===== config.mk =====
export PLATFORM = sky130hd
export DESIGN_NAME = target_follow_velocity_command
export DESIGN_NICKNAME = d
export VERILOG_FILES = /design/src/hw/rtl/tfvc_pkg.sv /design/src/hw/rtl/target_follow_velocity_command.sv
export SDC_FILE = /design/constraint.sdc
export NUM_CORES = 2
export LEC_CHECK = 0
export BUFFER_PORTS_ARGS = -buffer_cell sky130_fd_sc_hd__buf_2
export CAP_MARGIN = 5
export CORE_MARGIN = 8
export CORE_UTILIZATION = 60
export CTS_BUF_LIST = sky130_fd_sc_hd__clkbuf_8
export DETAILED_ROUTE_END_ITERATION = 7
export PLACE_DENSITY = 0.84
export SYNTH_ARGS = -nofsm -noshare
export SYNTH_HDL_FRONTEND = slang
export SYNTH_SLANG_ARGS = --single-unit

===== constraint.sdc =====
create_clock -name clk -period 8.9 [get_ports clk]
set_input_delay 0.445 -clock clk [delete_from_list [all_inputs] [get_ports clk]]
set_output_delay 0.445 -clock clk [all_outputs]
set_load 0.01 [all_outputs]

===== src/hw/rtl/tfvc_pkg.sv =====
`default_nettype none

package tfvc_pkg;

    // register map, word index taken from paddr[4:2]
    localparam logic [2:0] REG_OBSTACLE_RANGE      = 3'd0;
    localparam logic [2:0] REG_OBSTACLE_CONE       = 3'd1;
    localparam logic [2:0] REG_TURN_ANGLE_LIMIT    = 3'd2;
    localparam logic [2:0] REG_SLOW_DISTANCE_LIMIT = 3'd3;
    localparam logic [2:0] REG_MAX_TURN_RATE       = 3'd4;
    localparam logic [2:0] REG_MAX_FORWARD_SPEED   = 3'd5;

    localparam logic [14:0] RST_OBSTACLE_RANGE      = 15'd2867;
    localparam logic [13:0] RST_OBSTACLE_CONE       = 14'd1430;
    localparam logic [12:0] RST_TURN_ANGLE_LIMIT    = 13'd2145;
    localparam logic [14:0] RST_SLOW_DISTANCE_LIMIT = 15'd410;
    localparam logic [14:0] RST_MAX_TURN_RATE       = 15'd4096;
    localparam logic [14:0] RST_MAX_FORWARD_SPEED   = 15'd1229;

    // cordic datapath widths
    localparam int unsigned CX_W         = 36;
    localparam int unsigned CZ_W         = 34;
    localparam int unsigned CORDIC_STEPS = 24;
    localparam logic [CZ_W-1:0] PI_Q30   = 34'd3373259426;

    // arctangent of 2^-i in radians, q.30
    function automatic logic [29:0] atan_q30(input logic [4:0] i);
        logic [29:0] v;
        case (i)
            5'd0:    v = 30'd843314857;
            5'd1:    v = 30'd497837829;
            5'd2:    v = 30'd263043837;
            5'd3:    v = 30'd133525159;
            5'd4:    v = 30'd67021687;
            5'd5:    v = 30'd33543516;
            5'd6:    v = 30'd16775851;
            5'd7:    v = 30'd8388437;
            5'd8:    v = 30'd4194283;
            5'd9:    v = 30'd2097149;
            5'd10:   v = 30'd1048575;
            5'd11:   v = 30'd524287;
            5'd12:   v = 30'd262143;
            5'd13:   v = 30'd131071;
            5'd14:   v = 30'd65535;
            5'd15:   v = 30'd32767;
            5'd16:   v = 30'd16383;
            5'd17:   v = 30'd8191;
            5'd18:   v = 30'd4095;
            5'd19:   v = 30'd2047;
            5'd20:   v = 30'd1023;
            5'd21:   v = 30'd511;
            5'd22:   v = 30'd255;
            5'd23:   v = 30'd127;
            default: v = 30'd0;
        endcase
        return v;
    endfunction

endpackage

`default_nettype wire


===== src/hw/rtl/target_follow_velocity_command.sv =====
`default_nettype none

// channel   handshake                   payload
// -------   -------------------------   ----------------------------------------------
// in        in_valid / in_ready         mode, target_x, target_y,
//                                       obstacle_distance_in, obstacle_angle_in
// out       out_valid / out_ready       target_distance, target_bearing, turn_rate,
//                                       forward_speed, obstacle_stop
// config    psel/penable/pwrite/pready  paddr, pwdata, prdata
//
// an obstacle report only updates the stored obstacle and gives no result
// a target request runs 24 cordic rotations (the root is found alongside in the first
// sixteen), two one-bit-per-cycle divisions of NW steps (NW = max(31, 15+FRAC_BITS))
// and a 13-step shift-add multiply; a saturated turn, a zero angle limit, a target at
// or past the slow distance or an obstacle stop skips the steps it does not need
// reset sets control state, config registers, stored obstacle (five metres, dead ahead)
// the finished result sits in the output register, so a new request is taken while it waits;
// only a second finished result waits on out_ready
module target_follow_velocity_command #(
    parameter int unsigned FRAC_BITS = 12
) (
    input  wire logic               clk,
    input  wire logic               rst_n,

    input  wire logic               in_valid,
    output logic                    in_ready,
    input  wire logic               mode,
    input  wire logic signed [15:0] target_x,
    input  wire logic signed [15:0] target_y,
    input  wire logic [14:0]        obstacle_distance_in,
    input  wire logic signed [14:0] obstacle_angle_in,

    output logic                    out_valid,
    input  wire logic               out_ready,
    output logic [15:0]             target_distance,
    output logic signed [14:0]      target_bearing,
    output logic signed [15:0]      turn_rate,
    output logic [14:0]             forward_speed,
    output logic                    obstacle_stop,

    input  wire logic               psel,
    input  wire logic               penable,
    input  wire logic               pwrite,
    input  wire logic [4:0]         paddr,
    input  wire logic [31:0]        pwdata,
    output logic [31:0]             prdata,
    output logic                    pready
);

    // widths that follow from the fraction size
    localparam int unsigned NW    = (15 + FRAC_BITS > 31) ? 15 + FRAC_BITS : 31;
    localparam int unsigned CNTW  = $clog2(NW + 1);
    localparam int unsigned BW    = FRAC_BITS + 3;
    localparam int unsigned CMPW  = (BW > 14) ? BW + 1 : 15;
    localparam int unsigned SW    = FRAC_BITS + 16;
    localparam int unsigned PW    = SW + 13;
    localparam int unsigned CX_W  = tfvc_pkg::CX_W;
    localparam int unsigned CZ_W  = tfvc_pkg::CZ_W;
    localparam logic [CZ_W-1:0] RND_HALF = CZ_W'(1) << (29 - FRAC_BITS);
    localparam int unsigned NO_OBS_RAW = 5 << FRAC_BITS;
    localparam logic [14:0] NO_OBSTACLE = (NO_OBS_RAW > 32767) ? 15'd32767 : 15'(NO_OBS_RAW);

    typedef enum logic [9:0] {
        ST_IDLE  = 10'b0000000001,
        ST_SETUP = 10'b0000000010,
        ST_ROT   = 10'b0000000100,
        ST_ROUND = 10'b0000001000,
        ST_TURN  = 10'b0000010000,
        ST_DIVQ  = 10'b0000100000,
        ST_MUL   = 10'b0001000000,
        ST_SPEED = 10'b0010000000,
        ST_DIVS  = 10'b0100000000,
        ST_FIN   = 10'b1000000000
    } state_t;

    state_t state_reg, state_next;

    // configuration registers
    logic [14:0] range_reg;
    logic [13:0] cone_reg;
    logic [12:0] angle_lim_reg;
    logic [14:0] dist_lim_reg;
    logic [14:0] max_turn_reg;
    logic [14:0] max_speed_reg;

    // stored obstacle
    logic [14:0]        obs_dist_reg;
    logic signed [15:0] obs_bear_reg;

    // working registers
    logic signed [15:0]     x_reg, y_reg;
    logic [31:0]            n_reg;
    logic [17:0]            sq_rem_reg;
    logic [15:0]            root_reg;
    logic signed [CX_W-1:0] cx_reg, cy_reg;
    logic signed [CZ_W-1:0] cz_reg;
    logic                   zero_reg;
    logic [CNTW-1:0]        cnt_reg;
    logic signed [BW-1:0]   b_reg;
    logic                   stop_reg;
    logic                   tsat_reg;
    logic signed [SW-1:0]   diff_reg;
    logic [NW-1:0]          div_num_reg;
    logic [15:0]            div_rem_reg;
    logic [14:0]            div_den_reg;
    logic signed [PW-1:0]   mcand_reg, acc_reg;
    logic [12:0]            mplier_reg;
    logic signed [15:0]     turn_reg;
    logic [14:0]            speed_reg;

    logic out_valid_reg;
    logic in_acc, out_free, cfg_wr;

    always_comb
    begin
        in_ready = (state_reg == ST_IDLE);
        in_acc   = in_valid & in_ready;
        out_free = ~out_valid_reg | out_ready;
        cfg_wr   = psel & penable & pwrite;
        pready   = 1'b1;
        out_valid = out_valid_reg;
    end

    // register read
    always_comb
    begin
        case (paddr[4:2])
            tfvc_pkg::REG_OBSTACLE_RANGE:      prdata = {17'd0, range_reg};
            tfvc_pkg::REG_OBSTACLE_CONE:       prdata = {18'd0, cone_reg};
            tfvc_pkg::REG_TURN_ANGLE_LIMIT:    prdata = {19'd0, angle_lim_reg};
            tfvc_pkg::REG_SLOW_DISTANCE_LIMIT: prdata = {17'd0, dist_lim_reg};
            tfvc_pkg::REG_MAX_TURN_RATE:       prdata = {17'd0, max_turn_reg};
            tfvc_pkg::REG_MAX_FORWARD_SPEED:   prdata = {17'd0, max_speed_reg};
            default:                           prdata = 32'd0;
        endcase
    end

    // squares and cordic start vector
    logic [31:0]            xsq, ysq;
    logic signed [16:0]     xe, ye;
    logic signed [CX_W-1:0] cx_init, cy_init;
    logic signed [CZ_W-1:0] cz_init;

    always_comb
    begin
        xsq = 32'($signed(x_reg) * $signed(x_reg));
        ysq = 32'($signed(y_reg) * $signed(y_reg));
        xe  = 17'(x_reg);
        ye  = 17'(y_reg);
        cz_init = '0;
        if (x_reg < 0)
        begin
            // turn the vector by a half revolution first
            xe = -xe;
            ye = -ye;
            cz_init = (y_reg >= 0) ? $signed(tfvc_pkg::PI_Q30) : -$signed(tfvc_pkg::PI_Q30);
        end
        cx_init = CX_W'(xe) <<< 16;
        cy_init = CX_W'(ye) <<< 16;
    end

    // one cordic rotation and one root digit
    logic signed [CX_W-1:0] xs, ys;
    logic signed [CZ_W-1:0] atan_step;
    logic [17:0]            sq_sh, sq_trial;

    always_comb
    begin
        xs = cx_reg >>> cnt_reg[4:0];
        ys = cy_reg >>> cnt_reg[4:0];
        atan_step = $signed(CZ_W'(tfvc_pkg::atan_q30(cnt_reg[4:0])));
        sq_sh    = {sq_rem_reg[15:0], n_reg[31:30]};
        sq_trial = {root_reg, 2'b01};
    end

    // bearing rounding, half away from zero
    logic [CZ_W-1:0]      zmag, zrnd;
    logic signed [BW-1:0] b_mag, b_new;

    always_comb
    begin
        zmag  = (cz_reg < 0) ? CZ_W'(-cz_reg) : CZ_W'(cz_reg);
        zrnd  = (zmag + RND_HALF) >> (30 - FRAC_BITS);
        b_mag = BW'(zrnd);
        if (zero_reg)
            b_new = '0;
        else if (cz_reg < 0)
            b_new = -b_mag;
        else
            b_new = b_mag;
    end

    // turn shaping terms
    logic signed [CMPW-1:0] b_cmp, a_cmp;
    logic [12:0]            b_abs;
    logic [25:0]            bsq, asq;
    logic signed [26:0]     dsq;
    logic                   b_neg;

    always_comb
    begin
        b_cmp = CMPW'(b_reg);
        a_cmp = $signed(CMPW'(angle_lim_reg));
        b_neg = b_reg[BW-1];
        b_abs = b_neg ? 13'(-b_reg) : 13'(b_reg);
        bsq   = 26'(b_abs * b_abs);
        asq   = 26'(angle_lim_reg * angle_lim_reg);
        dsq   = $signed({1'b0, bsq}) - $signed({1'b0, asq});
    end

    // shared restoring divider, one quotient bit a cycle
    logic [15:0]   div_sh;
    logic          div_bit;
    logic [15:0]   div_rem_next;
    logic [NW-1:0] div_num_next;

    always_comb
    begin
        div_sh  = {div_rem_reg[14:0], div_num_reg[NW-1]};
        div_bit = (div_sh >= {1'b0, div_den_reg});
        div_rem_next = div_bit ? (div_sh - {1'b0, div_den_reg}) : div_sh;
        div_num_next = {div_num_reg[NW-2:0], div_bit};
    end

    // turn clamp
    logic signed [PW-1:0] prod, tt, m_ext;
    logic signed [15:0]   t_clamp;
    logic signed [SW-1:0] s_new;

    always_comb
    begin
        s_new = diff_reg + $signed({1'b0, div_num_next[SW-2:0]});
        prod  = b_neg ? -acc_reg : acc_reg;
        tt    = prod >>> FRAC_BITS;
        m_ext = $signed(PW'(max_turn_reg));
        if (tt > m_ext)
            t_clamp = $signed({1'b0, max_turn_reg});
        else if (tt < -m_ext)
            t_clamp = -$signed({1'b0, max_turn_reg});
        else
            t_clamp = 16'(tt);
    end

    logic turn_sat_hi, turn_sat_lo, turn_zero;
    logic speed_full;

    always_comb
    begin
        turn_sat_hi = (b_cmp > a_cmp);
        turn_sat_lo = (b_cmp < -a_cmp);
        turn_zero   = (angle_lim_reg == 13'd0);
        speed_full  = (root_reg >= {1'b0, dist_lim_reg});
    end

    // sequencer
    always_comb
    begin
        state_next = state_reg;
        case (state_reg)
            ST_IDLE:
            begin
                if (in_acc && mode)
                    state_next = ST_SETUP;
            end
            ST_SETUP: state_next = ST_ROT;
            ST_ROT:
            begin
                if (cnt_reg == CNTW'(tfvc_pkg::CORDIC_STEPS - 1))
                    state_next = ST_ROUND;
            end
            ST_ROUND: state_next = ST_TURN;
            ST_TURN:
            begin
                if (stop_reg)
                    state_next = ST_FIN;
                else if (turn_sat_hi || turn_sat_lo || turn_zero)
                    state_next = ST_SPEED;
                else
                    state_next = ST_DIVQ;
            end
            ST_DIVQ:
            begin
                if (cnt_reg == CNTW'(NW - 1))
                    state_next = ST_MUL;
            end
            ST_MUL:
            begin
                if (cnt_reg == CNTW'(12))
                    state_next = ST_SPEED;
            end
            ST_SPEED: state_next = speed_full ? ST_FIN : ST_DIVS;
            ST_DIVS:
            begin
                if (cnt_reg == CNTW'(NW - 1))
                    state_next = ST_FIN;
            end
            ST_FIN:
            begin
                if (out_free)
                    state_next = ST_IDLE;
            end
            default: state_next = ST_IDLE;
        endcase
    end

    // control and configuration state
    always_ff @(posedge clk or negedge rst_n)
    begin
        if (!rst_n)
        begin
            state_reg     <= ST_IDLE;
            out_valid_reg <= 1'b0;
            range_reg     <= tfvc_pkg::RST_OBSTACLE_RANGE;
            cone_reg      <= tfvc_pkg::RST_OBSTACLE_CONE;
            angle_lim_reg <= tfvc_pkg::RST_TURN_ANGLE_LIMIT;
            dist_lim_reg  <= tfvc_pkg::RST_SLOW_DISTANCE_LIMIT;
            max_turn_reg  <= tfvc_pkg::RST_MAX_TURN_RATE;
            max_speed_reg <= tfvc_pkg::RST_MAX_FORWARD_SPEED;
            obs_dist_reg  <= NO_OBSTACLE;
            obs_bear_reg  <= '0;
        end
        else
        begin
            state_reg <= state_next;

            if (state_reg == ST_FIN && out_free)
                out_valid_reg <= 1'b1;
            else if (out_ready)
                out_valid_reg <= 1'b0;

            if (cfg_wr)
            begin
                case (paddr[4:2])
                    tfvc_pkg::REG_OBSTACLE_RANGE:      range_reg     <= pwdata[14:0];
                    tfvc_pkg::REG_OBSTACLE_CONE:       cone_reg      <= pwdata[13:0];
                    tfvc_pkg::REG_TURN_ANGLE_LIMIT:    angle_lim_reg <= pwdata[12:0];
                    tfvc_pkg::REG_SLOW_DISTANCE_LIMIT: dist_lim_reg  <= pwdata[14:0];
                    tfvc_pkg::REG_MAX_TURN_RATE:       max_turn_reg  <= pwdata[14:0];
                    tfvc_pkg::REG_MAX_FORWARD_SPEED:   max_speed_reg <= pwdata[14:0];
                    default: ;
                endcase
            end

            // obstacle report, a zero range means nothing seen
            if (in_acc && !mode)
            begin
                obs_dist_reg <= (obstacle_distance_in == 15'd0) ? NO_OBSTACLE
                                                                : obstacle_distance_in;
                obs_bear_reg <= 16'(obstacle_angle_in);
            end
        end
    end

    // datapath
    always_ff @(posedge clk)
    begin
        case (state_reg)
            ST_IDLE:
            begin
                if (in_acc && mode)
                begin
                    x_reg <= target_x;
                    y_reg <= target_y;
                end
            end
            ST_SETUP:
            begin
                n_reg      <= xsq + ysq;
                sq_rem_reg <= '0;
                root_reg   <= '0;
                cx_reg     <= cx_init;
                cy_reg     <= cy_init;
                cz_reg     <= cz_init;
                zero_reg   <= (x_reg == 16'sd0) && (y_reg == 16'sd0);
                cnt_reg    <= '0;
            end
            ST_ROT:
            begin
                if (cy_reg > 0)
                begin
                    cx_reg <= cx_reg + ys;
                    cy_reg <= cy_reg - xs;
                    cz_reg <= cz_reg + atan_step;
                end
                else
                begin
                    cx_reg <= cx_reg - ys;
                    cy_reg <= cy_reg + xs;
                    cz_reg <= cz_reg - atan_step;
                end
                // root digits ride on the first sixteen rotations
                if (cnt_reg < CNTW'(16))
                begin
                    n_reg <= {n_reg[29:0], 2'b00};
                    if (sq_sh >= sq_trial)
                    begin
                        sq_rem_reg <= sq_sh - sq_trial;
                        root_reg   <= {root_reg[14:0], 1'b1};
                    end
                    else
                    begin
                        sq_rem_reg <= sq_sh;
                        root_reg   <= {root_reg[14:0], 1'b0};
                    end
                end
                cnt_reg <= cnt_reg + 1'b1;
            end
            ST_ROUND:
            begin
                b_reg    <= b_new;
                stop_reg <= (obs_dist_reg < range_reg)
                          && (obs_bear_reg < $signed({2'b00, cone_reg}))
                          && (obs_bear_reg > -$signed({2'b00, cone_reg}));
            end
            ST_TURN:
            begin
                cnt_reg     <= '0;
                tsat_reg    <= 1'b1;
                diff_reg    <= SW'(dsq >>> FRAC_BITS);
                div_num_reg <= NW'(max_turn_reg) << FRAC_BITS;
                div_rem_reg <= '0;
                div_den_reg <= {2'b00, angle_lim_reg};
                if (stop_reg)
                begin
                    turn_reg  <= '0;
                    speed_reg <= '0;
                end
                else if (turn_sat_hi)
                    turn_reg <= $signed({1'b0, max_turn_reg});
                else if (turn_sat_lo)
                    turn_reg <= -$signed({1'b0, max_turn_reg});
                else if (turn_zero)
                    turn_reg <= '0;
                else
                    tsat_reg <= 1'b0;
            end
            ST_DIVQ:
            begin
                div_rem_reg <= div_rem_next;
                div_num_reg <= div_num_next;
                if (cnt_reg == CNTW'(NW - 1))
                begin
                    mcand_reg  <= PW'(s_new);
                    mplier_reg <= b_abs;
                    acc_reg    <= '0;
                    cnt_reg    <= '0;
                end
                else
                    cnt_reg <= cnt_reg + 1'b1;
            end
            ST_MUL:
            begin
                if (mplier_reg[0])
                    acc_reg <= acc_reg + mcand_reg;
                mcand_reg  <= mcand_reg <<< 1;
                mplier_reg <= mplier_reg >> 1;
                cnt_reg    <= cnt_reg + 1'b1;
            end
            ST_SPEED:
            begin
                if (!tsat_reg)
                    turn_reg <= t_clamp;
                if (speed_full)
                    speed_reg <= max_speed_reg;
                div_num_reg <= NW'(max_speed_reg * root_reg);
                div_rem_reg <= '0;
                div_den_reg <= dist_lim_reg;
                cnt_reg     <= '0;
            end
            ST_DIVS:
            begin
                div_rem_reg <= div_rem_next;
                div_num_reg <= div_num_next;
                cnt_reg     <= cnt_reg + 1'b1;
                if (cnt_reg == CNTW'(NW - 1))
                    speed_reg <= div_num_next[14:0];
            end
            ST_FIN:
            begin
                if (out_free)
                begin
                    target_distance <= root_reg;
                    target_bearing  <= 15'(b_reg);
                    turn_rate       <= turn_reg;
                    forward_speed   <= speed_reg;
                    obstacle_stop   <= stop_reg;
                end
            end
            default: ;
        endcase
    end

endmodule

`default_nettype wire

Yosys cells after proc, flatten, opt, wreduce, memory -nomap -nowiden
Memories as Yosys holds them, arrays and structs flattened. A register that Yosys moved wholly into a read port is not among the register bits.
Cells that the tools add are included.
{ "totals": {"mem_count": 1, "inputBits": 107, "word_cells": 223, "mem_bits_ro": 960, "reg_bits": 618, "out_inout_bits": 98} }
{ "classes": {"muxes": 63, "bitwise_logic": 5, "multipliers": 5, "eq_ne": 30, "order_cmp": 15, "n_reduce_logical": 41, "shift": 2, "add_sub_neg": 24} }
{ "mem_list": {"columns": ["name", "words", "width", "read_ports", "rd_ports_with_merged_regs", "wr", "line", "text"], "rows": [
  ["(name not given)", 32, 30, 1, 1, 0, "tfvc_pkg.sv:29", "case (i)"]
]} }
{ "op_table": {"columns": ["op", "count"], "rows": [
  ["41-bit 2-to-1 mux", 4],
  ["41-bit one-hot mux with 2 select lines", 2],
  ["16-bit 2-to-1 mux", 10],
  ["36-bit one-hot mux with 2 select lines", 2],
  ["34-bit 2-to-1 mux", 3],
  ["10-bit one-hot mux with 10 select lines", 1],
  ["16-bit one-hot mux with 2 select lines", 3],
  ["31-bit one-hot mux with 3 select lines", 1],
  ["15-bit 2-to-1 mux", 6],
  ["15-bit one-hot mux with 6 select lines", 1],
  ["10-bit 2-to-1 mux", 8],
  ["36-bit adder", 2],
  ["36-bit 2-to-1 mux", 2],
  ["36-bit by 5-bit >>> shifter with 36-bit output", 2],
  ["36-bit subtractor", 2],
  ["34-bit one-hot mux with 2 select lines", 1],
  ["16-bit by 16-bit multiplier with 32-bit output", 2],
  ["32-bit one-hot mux with 2 select lines", 1],
  ["15-bit one-hot mux with 2 select lines", 2],
  ["13-bit by 13-bit multiplier with 26-bit output", 2],
  ["15-bit one-hot mux with 3 select lines", 1],
  ["41-bit adder", 1],
  ["29-bit by 41-bit < comparator with 1-bit output", 1],
  ["15-bit negator with 41-bit output", 1],
  ["75 further kinds", 124]
]} }

Longest topological paths before layout
{ "logic_depth": {"ltp_word": 7, "mapped_depth": 35, "mapped_depth_nobuf": 34} }

Least setup slack after synthesis
OpenSTA, ideal clock, no wires.
{ "synth_path": {"path_kind": "flip-flop to flip-flop", "from": "register b_reg[0]", "to": "register diff_reg[14] (netlist name)", "setup_time_ns": 0.260, "t_arrival_ns": 8.398, "required_ns": 8.640, "synth_period_minus_slack_ns": 8.658, "path_stages_with_launch": 34, "path_buffers": 1, "slack_ns": 0.242, "path_cell_list": "edfxtp_1 > inv_1 > clkbuf_1 > ha_1 > nand2_1 > or4_1 > o21ai_0 > xor2_1 > clkinv_1 > nand2_1 > inv_1 > fa_1 > fa_1 > inv_1 > fa_1 > fa_1 > inv_1 > fa_1 > fa_1 > inv_1 > fa_1 > inv_1 > ha_1 > a21o_1 > a21oi_1 > o21ai_0 > a21o_1 > o221a_2 > a211oi_1 > o21bai_1 > a21oi_1 > o21bai_1 > a21oi_1 > xnor2_1"} }
{ "synth_via": {"elab_chain_cells": 4} }
{ "synth_rtl": {"columns": ["element", "line", "text"], "rows": [
  ["start, declared", "target_follow_velocity_command.sv:99", "logic signed [BW-1:0] b_reg;"],
  ["start signal, assigned", "target_follow_velocity_command.sv:410", "b_reg <= b_new;"],
  ["13-bit negator", "target_follow_velocity_command.sv:205", "b_abs = b_neg ? 13'(-b_reg) : 13'(b_reg);"],
  ["13-bit 2-to-1 mux *", "target_follow_velocity_command.sv:205", null],
  ["13-bit by 13-bit multiplier with 26-bit output *", "target_follow_velocity_command.sv:206", "bsq = 26'(b_abs * b_abs);"],
  ["26-bit by 26-bit subtractor with 27-bit output *", "target_follow_velocity_command.sv:208", "dsq = $signed({1'b0, bsq}) - $signed({1'b0, asq});"],
  ["named net dsq[26]", "target_follow_velocity_command.sv:197", "logic signed [26:0] dsq;"]
]} }
The timed path passes the listed nets; every way through them passes the cells marked *.
A chain may end at the register's enable or synchronous reset.

Worst setup path after layout
{ "layout_path": {"from": "register y_reg[9]", "to": "register n_reg[31] (data pin)"} }
{ "layout_via": {"elab_chain_cells": 3} }
{ "layout_rtl": {"columns": ["element", "line", "text"], "rows": [
  ["start, declared", "target_follow_velocity_command.sv:91", "logic signed [15:0] x_reg, y_reg;"],
  ["start signal, assigned", "target_follow_velocity_command.sv:363", "y_reg <= target_y;"],
  ["16-bit by 16-bit multiplier with 32-bit output", "target_follow_velocity_command.sv:147", "ysq = 32'($signed(y_reg) * $signed(y_reg));"],
  ["32-bit adder", "target_follow_velocity_command.sv:368", "n_reg <= xsq + ysq;"],
  ["32-bit one-hot mux with 2 select lines", "target_follow_velocity_command.sv:357", "case (state_reg)"],
  ["end signal, assigned", "target_follow_velocity_command.sv:368", null],
  ["end signal, assigned", "target_follow_velocity_command.sv:394", "n_reg <= {n_reg[29:0], 2'b00};"],
  ["end, declared", "target_follow_velocity_command.sv:92", "logic [31:0] n_reg;"]
]} }
No other way between the ends.

==> metrics.md <==
| Metric | Value |
|---|---|
| Status | `finished, violations left` |
| Violated checks | `design-rule violations` |
| Area grow syn2layout | `7.925%` |
| Final WL | `245900 um` |
| Cell count after synthesis | `8869` |
| Root Buffer Master | `clkbuf_8` |
| CTS clk-pin slew, worst paths | `0.08 ns` |
| Wirelength per Cell | `22.28 um` |
| Synth Flop Type | `edfxtp_1` |
| WP data required | `9.50 ns` |
| Synth warnings | `0` |
| CP Launch Type | `flop` |
| Final Skew | `0.1074 ns` |
| First-pass GRT wire length | `386700 um` |
| Simple-Gate Fraction of Synth Area | `13.06%` |
| CTS tree | `yes` |
| Final hold vios | `0` |
| Routability cong. | `1.023` |
| Final worst-path cycle share | `96.41%` |
| GRT Util Overall | `31.95%` |
| Largest net degree at the start of global routing | `98` |
| Total grt overflow | `0` |
| Drt pass-1 iters | `8` |
| Post-Synth Adder-Cell Area | `34.23%` |
| Port Buffers | `167` |
| Clock tree buffer depth | `3` |
| Number of synthesized flops with an enable pin | `490` |
| Chip width | `390.1 um` |
| Largest family of logic cells by synthesized area | `adder cells` |
| Final Instance Area | `90630 um^2` |
| Vias post-DR | `68090` |
| Worst Path Arrival | `9.18 ns` |
| CTS H-tree depth | `3` |
| Initial antenna violation count | `10` |
| Sink Count | `648` |
| Antenna-violating nets left | `0` |
| CP Class | `reg -> reg` |
| Vias per cell | `6.168` |
| Crit-path max FO | `13` |
| Area share of xor/xnor cells in the synthesized design | `5.277%` |
| Crit path launch | `y_reg[9]` |
| Share of cells above drive strength 1 | `9.514%` |
| DP Area | `87040 um^2` |
| FMAX | `0.1165 GHz` |
| Met3 Use GR | `6.977%` |
| Drt initial violations | `6946` |
| CORE AREA | `139200 um^2` |
| Die area | `152200 um^2` |
| DP HPWL | `190000 um` |
| Clk_lat worst skew | `0.92 ns` |
| Register area share after synthesis | `22.10%` |
| Register-to-register setup slack | `0.32 ns` |
| Setup violators final | `0` |
| Initial Util | `60.33%` |
| RR Endpoint | `n_reg[31]` |
| Syn avg cell area | `9.469 um^2` |
| Met1 usage | `39.00%` |
| Worst R2R Path Depth | `26` |
| Max Slew Vio Count | `0` |
| Final Critical Period | `8.580 ns` |
| TritonCTS Buffers | `116` |
| Met2 Use GR | `52.00%` |
| CP endpoint kind | `flop` |
| Most used routing layer | `met2` |
| Min-Delay Path Class | `in -> async` |
| Vias in the first global route | `71076` |
| Num rows | `137` |
| Headroom to the max-slew limit | `19.03%` |
| # DRC | `2` |
| Async S/R FF share, synth | `19.75%` |
| Yosys reg bits | `648` |
| Synth Cell Area | `83980 um^2` |
| Cell variety after synth | `109` |
| Multiplexer share of the synthesized area | `5.459%` |
| Worst reg2reg path startpoint | `y_reg[9]` |
| Total Nets Final | `10876` |
| Worst-margin pin slew | `1.212 ns` |
| Die height | `390.1 um` |
| I/O pins | `205` |
| Synth Area in Compound Gates | `11.47%` |
| Maxcap violations | `0` |
==> metrics by stage <==
stage | setup TNS [ns] | cells | worst slack, ns | hold slack [ns] | utilization, %
floorplan | 0 | 8885 | 0.2418 | 0.1494 | -
global placement | 0 | 10717 | 0.3704 | 0.4026 | 62.53
detailed placement | 0 | 10717 | 0.1442 | 0.4045 | 62.53
CTS | 0 | 11018 | 0.1199 | 0.07846 | 65.00
global route | -0.06971 | 11033 | -0.06971 | 0.1587 | 65.10
finish | 0 | 11040 | 0.3197 | 0.1201 | 65.12
==> kinds of logic after synthesis <==
logic type | count (synthesis)
xor gates and xnor gates | 506
and+or+nand+nor | 2328
buffers and inverters | 1826
DFF | 648
adders and majority gates | 1715
other | 2
muxes | 326
AOI/OAI and AO/OA | 1518
==> layout make-up <==
cell class	instances	area (um^2)
Antenna cell	9	22.52
Clock buffer	138	1899
Clock inverter	81	715.7
Fill cell	10474	48550
Inverter	1447	5431
Multi-Input combinational cell	6411	58600
Sequential cell	648	18560
Tap cell	1876	2347
Timing Repair Buffer	430	3059
==> cell usage after synthesis (78+ instances only) <==
| library cell | n | area share [%] |
|---|---|---|
| nor3_1 | 121 | 0.72 |
| o21ai_0 | 431 | 2.6 |
| nor2_1 | 545 | 2.4 |
| mux2i_1 | 125 | 1.5 |
| mux2_2 | 106 | 1.4 |
| a21o_1 | 139 | 1.2 |
| inv_1 | 1426 | 6.4 |
| a21oi_1 | 354 | 2.1 |
| nand2b_1 | 78 | 0.58 |
| ha_1 | 744 | 11 |
| clkbuf_1 | 276 | 1.2 |
| mux4_2 | 95 | 2.5 |
| xnor2_1 | 300 | 3.1 |
| fa_1 | 971 | 23 |
| xor2_1 | 206 | 2.1 |
| nand2_1 | 893 | 4.0 |
| dfrtp_1 | 96 | 2.9 |
| nand3_1 | 105 | 0.63 |
| and2_1 | 220 | 1.6 |
| edfxtp_1 | 490 | 18 |
==> critical path: stages (launching register included) <==
cell,delay (ns)
edfxtp_1,0.60
buf_4,0.31
and2_1,0.22
ha_1,0.26
xnor2_1,0.25
fa_1,0.48
fa_1,0.50
fa_1,0.56
fa_1,0.53
fa_1,0.54
fa_1,0.55
inv_1,0.08
fa_1,0.58
inv_1,0.06
ha_1,0.36
a21o_1,0.20
a21oi_1,0.15
o22ai_1,0.09
a31oi_1,0.29
nand2_1,0.16
a31oi_2,0.33
o21ai_0,0.23
a41oi_1,0.38
a21oi_1,0.11
a21oi_1,0.20
xnor2_1,0.15
a21oi_1,0.09
==> timing repair <==
item,CTS,global route
setup buffers,0,13
hold buffers,82,0
endpoints found under the hold margin,199,0
resized for setup,0,10
setup endpoints to repair,0,7
==> cells in the final DEF (no fill, tap or decap), types with 178 or more instances in the layout <==
master and count:
inv_1 1457, a21oi_1 352, nand2_1 892, o21ai_0 427, fa_1 971, buf_4 178
and2_1 220, xnor2_1 299, xor2_1 205, ha_1 744, edfxtp_1 490, nor2_1 542
==> how the worst max path moves through the flow <==
stage	slack [ns]	end
3_3_place_gp	0.37	n_reg[31]
5_1_grt	-0.07	n_reg[31]
6_report	0.32	n_reg[31]
2_1_floorplan	0.24	diff_reg[14]
3_5_place_dp	0.14	n_reg[30]
4_1_cts	0.12	diff_reg[14]
==> layer usage <==
metal | share of wire, % | wire length, um
met5 | 0.0028 | 7
met4 | 7.2 | 17820
met3 | 10 | 25200
met2 | 46 | 114200
met1 | 36 | 88740
Power is not shown: default switching activity piles up to over one toggle a cycle in this logic, so the estimate is an artifact.
